===== src/design/mcfsc_pkg.sv =====
// Shared types, constants and helper functions for the frame sync checker.
// Depends on nothing; the cfg, ctrl, datapath and top-level modules import it.
package mcfsc_pkg;

  localparam int CAMERAS = 4;
  localparam int SLOTS   = 8;

  localparam int CAM_W  = (CAMERAS > 1) ? $clog2(CAMERAS) : 1;
  localparam int CI_W   = $clog2(CAMERAS + 1);
  localparam int SLOT_W = (SLOTS > 1) ? $clog2(SLOTS) : 1;
  localparam int SJ_W   = $clog2(SLOTS + 1);
  localparam int HIT_W  = $clog2(CAMERAS + 1);

  localparam int KIND_W     = 1;
  localparam int CAM_ID_W   = 2;
  localparam int FSEQ_W     = 31;
  localparam int SEC_W      = 32;
  localparam int USEC_W     = 20;
  localparam int COUNT_W    = 3;
  localparam int TOL_W      = 8;
  localparam int TIME_W     = 42;
  localparam int CFG_IDX_W  = 2;
  localparam int CFG_DATA_W = 8;

  // Milliseconds from seconds and microseconds. The microsecond divide by 1000 is a
  // reciprocal multiply that is exact for every 20-bit input.
  localparam int                    MS_PER_S_W    = 10;
  localparam logic [MS_PER_S_W-1:0] MS_PER_S      = 10'd1000;
  localparam int                    USEC_RECIP_W  = 21;
  localparam logic [USEC_RECIP_W-1:0] USEC_RECIP  = 21'd1073742;
  localparam int                    RECIP_SHIFT   = 30;
  localparam int                    USEC_MS_W     = 11;

  // The slot index is the sequence number reduced one byte per cycle.
  localparam int DIGIT_W   = 8;
  localparam int MOD_STEPS = (FSEQ_W + DIGIT_W - 1) / DIGIT_W;
  localparam int SEQ_PAD_W = MOD_STEPS * DIGIT_W;
  localparam int STEP_W    = (MOD_STEPS > 1) ? $clog2(MOD_STEPS) : 1;

  localparam logic KIND_WRITE = 1'b0;
  localparam logic KIND_QUERY = 1'b1;

  localparam logic [CFG_IDX_W-1:0] CFG_SYNC_COUNT = CFG_IDX_W'(0);
  localparam logic [CFG_IDX_W-1:0] CFG_TOLERANCE  = CFG_IDX_W'(1);

  typedef enum logic [2:0] {
    ST_IDLE,
    ST_MOD,
    ST_WRITE,
    ST_OWN_RD,
    ST_OWN_WAIT,
    ST_SCAN,
    ST_RESULT
  } state_t;

  typedef struct packed {
    logic load;
    logic mod_step;
    logic write;
    logic own_rd;
    logic own_cap;
    logic scan;
    logic result;
  } dp_cmd_t;

  typedef struct packed {
    logic is_query;
    logic scan_done;
  } dp_status_t;

  typedef struct packed {
    logic [COUNT_W-1:0] cam_count;
    logic [TOL_W-1:0]   tol;
  } cfg_t;

  function automatic logic within_tol(input logic [TIME_W-1:0] a,
                                      input logic [TIME_W-1:0] b,
                                      input logic [TOL_W-1:0]  tol);
    logic [TIME_W-1:0] d;
    d = (a >= b) ? (a - b) : (b - a);
    return d <= TIME_W'(tol);
  endfunction

  // Folds one byte, most significant bit first, into a running remainder mod SLOTS.
  function automatic logic [SLOT_W-1:0] mod_digit(input logic [SLOT_W-1:0]  r,
                                                  input logic [DIGIT_W-1:0] digit);
    logic [SLOT_W:0]   t;
    logic [SLOT_W-1:0] acc;
    acc = r;
    for (int b = DIGIT_W - 1; b >= 0; b--) begin
      t = {acc, digit[b]};
      if (t >= (SLOT_W + 1)'(SLOTS)) begin
        t = t - (SLOT_W + 1)'(SLOTS);
      end
      acc = t[SLOT_W-1:0];
    end
    return acc;
  endfunction

endpackage


===== src/design/mcfsc_cfg.sv =====
// Configuration register file of the frame sync checker.
// Depends on mcfsc_pkg; feeds the effective camera count and tolerance to the datapath.
module mcfsc_cfg import mcfsc_pkg::*; (
  input  logic                  clk,
  input  logic                  rst,
  input  logic                  cfg_valid,
  output logic                  cfg_ready,
  input  logic [CFG_IDX_W-1:0]  cfg_index,
  input  logic [CFG_DATA_W-1:0] cfg_data,
  output cfg_t                  cfg
);

  logic [COUNT_W-1:0] sync_camera_count;
  logic [TOL_W-1:0]   match_tolerance_ms;

  assign cfg_ready = 1'b1;

  always_ff @(posedge clk) begin
    if (rst) begin
      sync_camera_count  <= '0;
      match_tolerance_ms <= TOL_W'(2);
    end else if (cfg_valid) begin
      unique case (cfg_index)
        CFG_SYNC_COUNT: sync_camera_count  <= cfg_data[COUNT_W-1:0];
        CFG_TOLERANCE:  match_tolerance_ms <= cfg_data[TOL_W-1:0];
        default: ;
      endcase
    end
  end

  // The count saturates at the number of cameras that exist.
  always_comb begin
    cfg.cam_count = (int'(sync_camera_count) > CAMERAS) ? COUNT_W'(CAMERAS)
                                                        : sync_camera_count;
    cfg.tol       = match_tolerance_ms;
  end

endmodule


===== src/design/mcfsc_ctrl.sv =====
// Sequencing state machine of the frame sync checker.
// Depends on mcfsc_pkg; drives the datapath through dp_cmd_t and reads dp_status_t.
module mcfsc_ctrl import mcfsc_pkg::*; (
  input  logic       clk,
  input  logic       rst,
  input  logic       start,
  input  dp_status_t status,
  output dp_cmd_t    cmd,
  output logic       busy,
  output logic       done
);

  state_t            state, state_next;
  logic [STEP_W-1:0] cnt, cnt_next;

  always_ff @(posedge clk) begin
    if (rst) begin
      state <= ST_IDLE;
      cnt   <= '0;
    end else begin
      state <= state_next;
      cnt   <= cnt_next;
    end
  end

  always_comb begin
    state_next = state;
    cnt_next   = cnt;
    unique case (state)
      ST_IDLE: begin
        if (start) begin
          state_next = ST_MOD;
          cnt_next   = '0;
        end
      end
      ST_MOD: begin
        if (cnt == STEP_W'(MOD_STEPS - 1)) begin
          state_next = (status.is_query == KIND_QUERY) ? ST_OWN_RD : ST_WRITE;
        end else begin
          cnt_next = cnt + 1'b1;
        end
      end
      ST_WRITE:    state_next = ST_IDLE;
      ST_OWN_RD:   state_next = ST_OWN_WAIT;
      ST_OWN_WAIT: state_next = ST_SCAN;
      ST_SCAN: begin
        if (status.scan_done) begin
          state_next = ST_RESULT;
        end
      end
      ST_RESULT:   state_next = ST_IDLE;
      default:     state_next = ST_IDLE;
    endcase
  end

  always_comb begin
    cmd  = '0;
    busy = 1'b1;
    unique case (state)
      ST_IDLE: begin
        busy     = 1'b0;
        cmd.load = start;
      end
      ST_MOD:      cmd.mod_step = 1'b1;
      ST_WRITE:    cmd.write    = 1'b1;
      ST_OWN_RD:   cmd.own_rd   = 1'b1;
      ST_OWN_WAIT: cmd.own_cap  = 1'b1;
      ST_SCAN:     cmd.scan     = 1'b1;
      ST_RESULT:   cmd.result   = 1'b1;
      default:     busy         = 1'b0;
    endcase
    done = cmd.result;
  end

endmodule


===== src/design/mcfsc_dp.sv =====
// Datapath of the frame sync checker: slot memory, time conversion, scan and ring check.
// Depends on mcfsc_pkg; steered by mcfsc_ctrl, configured by mcfsc_cfg.
module mcfsc_dp import mcfsc_pkg::*; (
  input  logic                clk,
  input  logic                rst,
  input  logic [KIND_W-1:0]   kind,
  input  logic [CAM_ID_W-1:0] camera_id,
  input  logic [FSEQ_W-1:0]   frame_sequence,
  input  logic [SEC_W-1:0]    sof_seconds,
  input  logic [USEC_W-1:0]   sof_microseconds,
  input  cfg_t                cfg,
  input  dp_cmd_t             cmd,
  output dp_status_t          status,
  output logic                frames_synced
);

  logic [KIND_W-1:0]    kind_q;
  logic [CAM_ID_W-1:0]  cam_q;
  logic [SEQ_PAD_W-1:0] seq_sh;
  logic [SLOT_W-1:0]    slot_q;
  logic [SEC_W-1:0]     sec_q;
  logic [USEC_W-1:0]    usec_q;
  logic [TIME_W-1:0]    sec_ms_q;
  logic [USEC_MS_W-1:0] usec_ms_q;

  logic [TIME_W-1:0] mem [CAMERAS][SLOTS];
  logic              valid [CAMERAS][SLOTS];
  logic [TIME_W-1:0] rdata;
  logic              rd_ok;
  logic [TIME_W-1:0] cur;

  logic [CI_W-1:0]   ci;
  logic [SJ_W-1:0]   sj;
  logic              pend;
  logic [HIT_W-1:0]  hits;
  logic              fail;
  logic [TIME_W-1:0] first;
  logic [TIME_W-1:0] last;

  logic [SEC_W+MS_PER_S_W-1:0]    sec_prod;
  logic [USEC_W+USEC_RECIP_W-1:0] usec_prod;
  logic [TIME_W-1:0]              time_new;
  logic                           cam_oob;
  logic [CAM_W-1:0]               cam_idx;
  logic [CAM_W-1:0]               ci_idx;
  logic [SLOT_W-1:0]              sj_idx;
  logic                           at_end_cam;
  logic                           slot_end;
  logic                           skip_cam;
  logic                           hit;
  logic                           pair_bad;
  logic                           ring_bad;
  logic                           scan_issue;
  logic                           wr_en;
  logic                           rd_en;
  logic [CAM_W-1:0]               rd_cam;
  logic [SLOT_W-1:0]              rd_slot;

  always_comb begin
    sec_prod  = sec_q * MS_PER_S;
    usec_prod = usec_q * USEC_RECIP;
    time_new  = sec_ms_q + TIME_W'(usec_ms_q);
    cam_oob   = (int'(cam_q) >= CAMERAS);
    cam_idx   = CAM_W'(cam_q);
    ci_idx    = ci[CAM_W-1:0];
    sj_idx    = sj[SLOT_W-1:0];

    at_end_cam = (ci == CI_W'(CAMERAS));
    slot_end   = (sj == SJ_W'(SLOTS));
    // A camera takes part only if its slot 0 is valid, and the queried camera never does.
    skip_cam   = (sj == '0) && ((int'(ci) == int'(cam_q)) || !valid[ci_idx][0]);
    hit        = pend && rd_ok && within_tol(rdata, cur, cfg.tol);

    // Consecutive recorded entries are compared while the list is built; the entry at
    // position count minus two closes the ring against the first one as well.
    pair_bad = (int'(hits) >= 1) && (int'(hits) <= int'(cfg.cam_count) - 2) &&
               !within_tol(last, rdata, cfg.tol);
    ring_bad = (int'(hits) >= 1) && (int'(hits) == int'(cfg.cam_count) - 2) &&
               !within_tol(rdata, first, cfg.tol);

    scan_issue = cmd.scan && !hit && !at_end_cam && !skip_cam && !slot_end;
    wr_en      = cmd.write && !cam_oob;
    rd_en      = cmd.own_rd || scan_issue;
    rd_cam     = cmd.own_rd ? cam_idx : ci_idx;
    rd_slot    = cmd.own_rd ? slot_q : sj_idx;

    status.is_query  = kind_q[0];
    status.scan_done = at_end_cam;

    if (int'(cfg.cam_count) < 2) begin
      frames_synced = 1'b1;
    end else begin
      frames_synced = (int'(hits) >= int'(cfg.cam_count) - 1) && !fail;
    end
  end

  always_ff @(posedge clk) begin
    if (cmd.load) begin
      kind_q <= kind;
      cam_q  <= camera_id;
      seq_sh <= SEQ_PAD_W'(frame_sequence);
      sec_q  <= sof_seconds;
      usec_q <= sof_microseconds;
      slot_q <= '0;
    end else if (cmd.mod_step) begin
      slot_q    <= mod_digit(slot_q, seq_sh[SEQ_PAD_W-1 -: DIGIT_W]);
      seq_sh    <= seq_sh << DIGIT_W;
      sec_ms_q  <= TIME_W'(sec_prod);
      usec_ms_q <= usec_prod[RECIP_SHIFT +: USEC_MS_W];
    end
  end

  always_ff @(posedge clk) begin
    if (wr_en) begin
      mem[cam_idx][slot_q] <= time_new;
    end
  end

  always_ff @(posedge clk) begin
    if (rd_en) begin
      rdata <= mem[rd_cam][rd_slot];
      rd_ok <= valid[rd_cam][rd_slot];
    end
  end

  always_ff @(posedge clk) begin
    if (cmd.own_cap) begin
      cur <= (cam_oob || !rd_ok) ? '0 : rdata;
    end
    if (cmd.scan && hit) begin
      if (hits == '0) begin
        first <= rdata;
      end
      last <= rdata;
    end
  end

  always_ff @(posedge clk) begin
    if (rst) begin
      for (int c = 0; c < CAMERAS; c++) begin
        for (int s = 0; s < SLOTS; s++) begin
          valid[c][s] <= 1'b0;
        end
      end
      ci   <= '0;
      sj   <= '0;
      pend <= 1'b0;
      hits <= '0;
      fail <= 1'b0;
    end else begin
      if (wr_en) begin
        valid[cam_idx][slot_q] <= 1'b1;
      end
      if (cmd.own_cap) begin
        ci   <= '0;
        sj   <= '0;
        pend <= 1'b0;
        hits <= '0;
        fail <= 1'b0;
      end else if (cmd.scan) begin
        // A hit moves on to the next camera; no read is issued in that cycle.
        priority if (hit) begin
          hits <= hits + 1'b1;
          fail <= fail | pair_bad | ring_bad;
          ci   <= ci + 1'b1;
          sj   <= '0;
          pend <= 1'b0;
        end else if (!at_end_cam) begin
          if (skip_cam || slot_end) begin
            ci   <= ci + 1'b1;
            sj   <= '0;
            pend <= 1'b0;
          end else begin
            sj   <= sj + 1'b1;
            pend <= 1'b1;
          end
        end else begin
          // Every camera has been looked at; the scan registers hold their values for the result.
        end
      end
    end
  end

endmodule


===== src/design/multi_camera_frame_sync_check_top.sv =====
// Multi-camera frame sync checker, top level. Depends on mcfsc_pkg, mcfsc_cfg,
// mcfsc_ctrl and mcfsc_dp.
//
// An item is taken when start is high and busy is low; its fields are sampled then.
// A write item (kind 0) stores the start-of-frame time of one camera slot and gives
// no result; busy stays high until its write is made. A query item (kind 1) gives one word on
// frames_synced, marked by a one-cycle done strobe that the receiver must take.
// A query keeps busy high until its result, with done in the last busy cycle; the
// length is set by the scan of the other cameras' slots through the single read port,
// one slot per cycle. Both kinds first reduce the sequence number to a slot index.
// Configuration words go in on cfg_valid/cfg_index/cfg_data; cfg_ready is always
// high. The user must make writes only while busy is low; the block does not enforce it.
// Reset clears every slot's valid bit at once, sets the camera count to 0 and the
// tolerance to 2 ms; there is no clearing pass, so the block is ready right away.
// The receiver cannot stall, so done never waits.
module multi_camera_frame_sync_check_top import mcfsc_pkg::*; (
  input  logic                  clk,
  input  logic                  rst,
  input  logic                  start,
  output logic                  busy,
  input  logic [KIND_W-1:0]     kind,
  input  logic [CAM_ID_W-1:0]   camera_id,
  input  logic [FSEQ_W-1:0]     frame_sequence,
  input  logic [SEC_W-1:0]      sof_seconds,
  input  logic [USEC_W-1:0]     sof_microseconds,
  output logic                  done,
  output logic                  frames_synced,
  input  logic                  cfg_valid,
  output logic                  cfg_ready,
  input  logic [CFG_IDX_W-1:0]  cfg_index,
  input  logic [CFG_DATA_W-1:0] cfg_data
);

  cfg_t       cfg;
  dp_cmd_t    cmd;
  dp_status_t status;

  mcfsc_cfg u_cfg (
    .clk       (clk),
    .rst       (rst),
    .cfg_valid (cfg_valid),
    .cfg_ready (cfg_ready),
    .cfg_index (cfg_index),
    .cfg_data  (cfg_data),
    .cfg       (cfg)
  );

  mcfsc_ctrl u_ctrl (
    .clk    (clk),
    .rst    (rst),
    .start  (start),
    .status (status),
    .cmd    (cmd),
    .busy   (busy),
    .done   (done)
  );

  mcfsc_dp u_dp (
    .clk              (clk),
    .rst              (rst),
    .kind             (kind),
    .camera_id        (camera_id),
    .frame_sequence   (frame_sequence),
    .sof_seconds      (sof_seconds),
    .sof_microseconds (sof_microseconds),
    .cfg              (cfg),
    .cmd              (cmd),
    .status           (status),
    .frames_synced    (frames_synced)
  );

endmodule


===== config.mk =====
export PLATFORM = sky130hd
export DESIGN_NAME = multi_camera_frame_sync_check_top
export DESIGN_NICKNAME = d
export VERILOG_FILES = /design/src/design/mcfsc_pkg.sv /design/src/design/mcfsc_cfg.sv /design/src/design/mcfsc_ctrl.sv /design/src/design/mcfsc_dp.sv /design/src/design/multi_camera_frame_sync_check_top.sv
export SDC_FILE = /design/constraint.sdc
export NUM_CORES = 2
export LEC_CHECK = 0
export BUFFER_PORTS_ARGS = -buffer_cell sky130_fd_sc_hd__clkbuf_2
export CAP_MARGIN = 20
export CORE_ASPECT_RATIO = 2
export CORE_MARGIN = 5
export CORE_UTILIZATION = 25
export CTS_CLUSTER_DIAMETER = 40
export DETAILED_ROUTE_END_ITERATION = 10
export GPL_TIMING_DRIVEN = 0
export HOLD_SLACK_MARGIN = 0.06
export PLACE_DENSITY = 0.47
export SYNTH_ARGS = -nofsm -noshare
export SYNTH_HDL_FRONTEND = slang
export SYNTH_SLANG_ARGS = --single-unit

===== constraint.sdc =====
create_clock -name clk -period 14.2 [get_ports clk]
set_input_delay 2.84 -clock clk [delete_from_list [all_inputs] [get_ports clk]]
set_output_delay 2.84 -clock clk [all_outputs]
set_load 0.005 [all_outputs]

Word-level counts from Yosys, hierarchy flattened
Memory sizes are Yosys's and may differ from the RTL's. A register that Yosys moved wholly into a read port is not among the register bits.
Cells that the tools add are included.
{"block": "totals", "register_bits": 337, "mem_bits_rw": 1376, "inputBits": 100, "output_inout_bits": 4, "n_memories": 2}
{"block": "classes", "n_addsub": 21, "mul": 2, "order_cmp": 22, "n_eq_ne": 17, "mux": 77, "bitwise_logic": 5, "n_reduce_logical": 44}
{"memory": "u_dp.mem", "depth": 4, "width": 336, "rd": 1, "rd_clocked_by_memory_dff": 0, "write_ports": 1, "line": "mcfsc_dp.sv:26", "source": "logic [TIME_W-1:0] mem [CAMERAS][SLOTS];"}
{"memory": "u_dp.valid", "depth": 4, "width": 8, "rd": 2, "rd_clocked_by_memory_dff": 1, "write_ports": 4, "line": "mcfsc_dp.sv:27", "source": "logic valid [CAMERAS][SLOTS];"}
{"cell": "$mux W336", "count": 1}
{"cell": "$mux W42", "count": 6}
{"cell": "$sub A42 B42 Y42", "count": 6}
{"cell": "$bmux W42 S3", "count": 1}
{"cell": "$demux W42 S3", "count": 1}
{"cell": "$ge A42 B42 Y1", "count": 3}
{"cell": "$le A42 B8 Y1", "count": 3}
{"cell": "$mux W3", "count": 30}
{"cell": "$mux W31", "count": 2}
{"cell": "$add A42 B11 Y42", "count": 1}
{"cell": "$ge A4 B4 Y1 const B", "count": 10}
{"cell": "$mul A20 B20 Y40 const B", "count": 1}
{"cell": "$mul A32 B7 Y39 const B", "count": 1}
{"cell": "$eq A4 B32 Y1", "count": 1}
{"cell": "$ge A4 B32 Y1", "count": 1}
{"cell": "$le A4 B32 Y1", "count": 1}
{"cell": "$mux W8", "count": 3}
{"cell": "$sub A3 B1 Y3 const B", "count": 8}
{"cell": "$mux W1", "count": 20}
{"cell": "$pmux W3 S5", "count": 1}
{"cell": "$logic_and A1 B1 Y1", "count": 14}
{"cell": "$eq A3 B3 Y1 const B", "count": 4}
{"cell": "$mux W2", "count": 6}
{"cell": "$mux W4", "count": 3}
{"cell": "34 further kinds", "count": 60}

Longest topological paths before layout
{"block": "logic_depth", "word_depth": 30, "mapped_depth": 31, "mapped_depth_nobuf": 28}

Cells and area by module
From an unflattened synthesis, not the netlist that was laid out.
{"block": "hier_totals", "hier_cells": 6732, "area_unflattened_um2": 90207.8}
{"mod": "mcfsc_dp", "n_inst": 1, "cells_each": 6641, "area_each_um2": 89375.7, "seq_area_each_um2": 49927.9}
{"mod": "mcfsc_cfg", "n_inst": 1, "cells_each": 53, "area_each_um2": 519.2, "seq_area_each_um2": 220.2}
{"mod": "mcfsc_ctrl", "n_inst": 1, "cells_each": 38, "area_each_um2": 312.8, "seq_area_each_um2": 100.1}

Least setup slack after synthesis
OpenSTA, ideal clock, no wires.
{"block": "synth_path", "path_kind": "reg2reg", "startpoint": "register u_dp.rdata[13]", "endpoint": "register u_dp.rd_ok, enable pin", "setup_ns": 0.508, "arrival_ns": 7.555, "required_time_ns": 13.692, "path_slack_ns": 6.137, "stages_incl_launch_ff": 26, "period_less_slack_ns": 8.063, "path_cell_list": "edfxtp_1 > ha_1 > buf_2 > a21oi_2 > o21ai_1 > a221o_1 > a31oi_1 > o311ai_1 > o21ai_1 > nand2_2 > buf_2 > buf_2 > o311ai_0 > nand3_1 > a31oi_1 > xnor2_1 > ha_1 > nand4_1 > nor2_1 > a21oi_1 > a211oi_1 > o2111ai_1 > nor4b_1 > nand4_1 > nor4b_1 > o31ai_1"}
{"block": "synth_between", "elab_chain_cells": 10}
{"element": "start: declaration", "line": "mcfsc_dp.sv:28", "source": "logic [TIME_W-1:0] rdata;"}
{"element": "start signal: assignment", "line": "mcfsc_dp.sv:121", "source": "rdata <= mem[rd_cam][rd_slot];"}
{"element": "$sub A42 B42 Y42 or $ge A42 B42 Y1 (tied branches)", "line": "mcfsc_pkg.sv:80", "source": "d = (a >= b) ? (a - b) : (b - a);"}
{"element": "$mux W42 *", "line": "mcfsc_pkg.sv:80"}
{"element": "$le A42 B8 Y1 *", "line": "mcfsc_pkg.sv:81", "source": "return d <= TIME_W'(tol);"}
{"element": "$logic_and A1 B1 Y1 *", "line": "mcfsc_dp.sv:72", "source": "hit = pend && rd_ok && within_tol(rdata, cur, cfg.tol);"}
{"element": "$logic_not A1 Y1 *", "line": "mcfsc_dp.sv:81", "source": "scan_issue = cmd.scan && !hit && !at_end_cam && !skip_cam && !slot_end;"}
{"element": "$logic_and A1 B1 Y1 * (4 in series)", "line": "mcfsc_dp.sv:81"}
{"element": "$logic_or A1 B1 Y1 *", "line": "mcfsc_dp.sv:83", "source": "rd_en = cmd.own_rd || scan_issue;"}
{"element": "via u_dp.rd_en", "line": "mcfsc_dp.sv:55", "source": "logic rd_en;"}
{"element": "end signal: assignment", "line": "mcfsc_dp.sv:122", "source": "rd_ok <= valid[rd_cam][rd_slot];"}
{"element": "end: declaration", "line": "mcfsc_dp.sv:29", "source": "logic rd_ok;"}
The timed path passes the listed nets; every way through them passes the cells marked *.
A chain may end at the register's enable or synchronous reset.

Worst setup path after layout
{"block": "layout_path", "startpoint": "register u_dp.rdata[26]", "endpoint": "register u_dp.fail"}
{"block": "layout_between", "elab_chain_cells": 7}
{"element": "$sub A42 B42 Y42 or $ge A42 B42 Y1 (tied branches)", "line": "mcfsc_pkg.sv:80"}
{"element": "$mux W42", "line": "mcfsc_pkg.sv:80"}
{"element": "$le A42 B8 Y1", "line": "mcfsc_pkg.sv:81"}
{"element": "$logic_not A1 Y1", "line": "mcfsc_dp.sv:77", "source": "!within_tol(last, rdata, cfg.tol);"}
{"element": "$logic_and A1 B1 Y1", "line": "mcfsc_dp.sv:76", "source": "pair_bad = (int'(hits) >= 1) && (int'(hits) <= int'(cfg.cam_count) - 2) &&"}
{"element": "$or A1 B1 Y1 (2 in series)", "line": "mcfsc_dp.sv:164", "source": "fail <= fail | pair_bad | ring_bad;"}
{"element": "end signal: assignment", "line": "mcfsc_dp.sv:164"}
{"element": "end: declaration", "line": "mcfsc_dp.sv:36", "source": "logic fail;"}
Several ways; a longest one is shown, not always the timed one.

==> impl_metrics.toml <==
[drt]
wl_mm = 324
drc = 0
drtIter0Drc = 3260
wl_per_cell_microns = 26.9
via_per_inst = 4.80
drt_first_pass_iters = 6
via_count = 57900
ant_nets = 0

[worst_setup_path]
cp-start-kind = "flop"
worstPathArrival_ns = 10.92
r2r_cells = 26
crit_end = "u_dp.fail$_SDFFE_PP0P_"
r2r_slack_ns = 4.03
worstPathRequired_ns = 14.95
worstSetupStartpoint = "u_dp.rdata[26]$_DFFE_PP_"
r2r-start = "u_dp.rdata[26]$_DFFE_PP_"
reg2reg_to = "u_dp.fail$_SDFFE_PP0P_"
worstSetupPathType = "flop to flop"
setup.worst_path.end_class = "flop"
cp_max_fo = 10

[synthesis]
synthDominantCellAreaShare_pct = 54.4
synth.distinct_cells = 90
syn_area_sq_mm = 0.0899
yosys.cell_count.top_type = "edfxtp_1"
synth-seq-cells = 1695
syn_area_per_cell_sq_um = 13.3
synthFlopType = "edfxtp_1"
synth_nets = 7620
synth_area_leaders = "edfxtp_1 54%, mux4_2 8.6%, ha_1 7.7%"
async_reset_ff_share_pct = 0
yosysWarnings = 0
synth-seq-area-share_pct = 55.9
synth.largest_area_cell = "edfxtp_1"
synth_edf_count = 1630
postSynthCellCount = 6760
synth_common_cells = "1630 x edfxtp_1, 630 x nand2_1, 605 x inv_1, 550 x ha_1, 374 x a21oi_1"

[global_route]
grt_overflow = 0
grt_start_max_net_pins = 53
track_usage_pct = 17.0
grt_pass1_wl_mm = 454
grt_pass1_vias = 63300
grt_antenna_before_repair = 6

[clocking]
cts_tree = "built"
cts_max_level = 4
clockBufferDepth = 4
cts_made_buffers = 187
clk_latency_ns = 0.87
cts_sinks = 1695
clk_pin_slew_ns = 0.06
clockRootBuffer = "clkbuf_16"
ctsResizeCount = 0
cts_setup_buffers = 0
hold_buffers = 0

[placed_design]
placed_cells = 11700
portBuffers = 83
place_hpwl_mm = 256
place_congestion = 0.972

[die]
die_area_sq_mm = 0.373
core-area_sq_mm = 0.358
die_y_microns = 858
fp.dieW_microns = 434
num_rows = 311
floorplan.io_pins = 104
initial_core_util_pct = 25.1

[power]
peakVddDrop_uv = 108
p_leak_uw = 0.0393
power.density_mw_per_mm2 = 151

[timing]
tightestPinTransition_ns = 1.23
fin_skew_ns = 0.0508
setup_viol = 0
slew_viol_final = 0
finalHoldViolations = 0
fin_tns_setup_ns = 0
relSlewSlack_pct = 17.3
max_freq_mhz = 98.3
final.min_clock_period_ns = 10.17
min_period_over_period_pct = 71.6
rsz0062_at_grt = "no"

[job]
cap_violations = 0

[cells_and_area]
drive_above_1_share_pct = 14.9
fin_nets = 8075
final-instance-count-excl-fill = 12100
synthToLayoutAreaGrowth_pct = 18.1

[hold_path]
min-delay-path-class = "flop to flop"

[status]
status = "completed"
metrics by stage:
stage	hold WS [ns]	setup slack (ns)	area, sq um	power (uW)	utilization, %
3_5_place_dp	0.458	4.20	99700	11200	27.8
6_report	0.464	4.03	106000	16000	29.6
3_3_place_gp	0.444	0.0402	96200	10900	26.8
2_1_floorplan	0.422	6.14	89900	9480	-
4_1_cts	0.469	4.22	106000	16200	29.6
5_1_grt	0.498	4.23	106000	16900	29.6
logic make-up after synthesis:
| group | share of synthesized area (%) |
|---|---|
| AO/OA/AOI/OAI | 8.19 |
| XOR/XNOR | 1.71 |
| adder cells (fa/ha/maj) | 12.3 |
| buffers and inverters | 3.81 |
| flip-flops | 55.9 |
| multiplexers | 9.59 |
| other | 0.00417 |
| AND/OR/NAND/NOR | 8.49 |
worst min path at each step:
| stage | from | end | slack, ns | cells past startpoint |
|---|---|---|---|---|
| 6_report | u_dp.fail$_SDFFE_PP0P_ | u_dp.fail$_SDFFE_PP0P_ | 0.46 | 2 |
| 5_1_grt | u_dp.valid[3][3]$_DFF_P_ | u_dp.valid[3][3]$_DFF_P_ | 0.50 | 2 |
| 4_1_cts | u_dp.fail$_SDFFE_PP0P_ | u_dp.fail$_SDFFE_PP0P_ | 0.47 | 2 |
| 3_5_place_dp | u_dp.valid[0][4]$_DFF_P_ | u_dp.valid[0][4]$_DFF_P_ | 0.46 | 2 |
| 3_3_place_gp | u_dp.valid[0][5]$_DFF_P_ | u_dp.valid[0][5]$_DFF_P_ | 0.44 | 2 |
| 2_1_floorplan | u_dp.fail$_SDFFE_PP0P_ | u_dp.fail$_SDFFE_PP0P_ | 0.42 | 2 |
area by class of cell:
type	count	area, sq um
Fill cell	36100	252000
Sequential cell	1695	50200
Multi-Input combinational cell	4169	36900
Tap cell	4695	5870
Clock buffer	216	4910
Timing Repair Buffer	266	3500
Inverter	606	2270
Clock inverter	117	1320
Buffer	290	1170
Antenna cell	3	7.51
layer usage:
layer	track usage [%]	routed length, microns
met1	14.1	93700
met2	35.6	191000
met3	1.65	8850
met4	13.0	30500
met5	0	0
worst max-delay path, stage by stage, from the launching register on:
cell	delay, ns
edfxtp_1	0.60
ha_1	0.37
clkbuf_1	0.44
nand4_1	0.39
nor4_1	0.78
a41oi_1	0.35
o21ai_1	0.43
a21o_1	0.13
buf_2	0.33
clkbuf_1	0.62
buf_1	0.35
buf_8	0.21
mux2_2	0.36
ha_1	0.29
nor2b_1	0.14
o21a_1	0.16
o21a_1	0.16
o21ai_0	0.14
nand2_1	0.07
o221ai_1	0.28
nand4_1	0.17
nor4_1	0.68
nand4_1	0.18
nor4_1	0.85
nand3_1	1.02
a2bb2oi_1	0.40
o21ai_1	0.09
sequential cells by signal, summed over array words and instances (netlist names), 12 cells and up, named ones only:
signal	count
u_dp.mem	1344
u_dp.cur	42
u_dp.first	42
u_dp.last	42
u_dp.rdata	42
u_dp.sec_ms_q	39
u_dp.sec_q	32
u_dp.valid	32
u_dp.usec_q	20
u_dp.seq_sh	12
layout by cell type (no fill, tap or decap), drive strengths merged, types with 20 or more instances in the layout:
cell    count
edfxtp   1630
nand2     631
inv       623
ha        550
clkbuf    498
a21oi     375
mux4      345
nor2      296
nand3     292
buf       274
o21ai     264
fa        210
a21o      135
xnor2     117
o21bai     78
nand4      78
clkinv     78
and2       69
dfxtp      65
mux2i      65
nor3       60
xor2       59
nor2b      39
o21a       39
a211oi     39
nand2b     35
and3       32
a31oi      30
o211ai     29
nor4       29
a221oi     20
report_power, final:
group	total [uW]	leakage (uW)	switching [uW]	internal (uW)
Sequential	6580	0.0152	149	6430
Clock	4990	0.00305	2140	2850
Combinational	4420	0.0210	2700	1720
(Power assumes the default switching activity.)
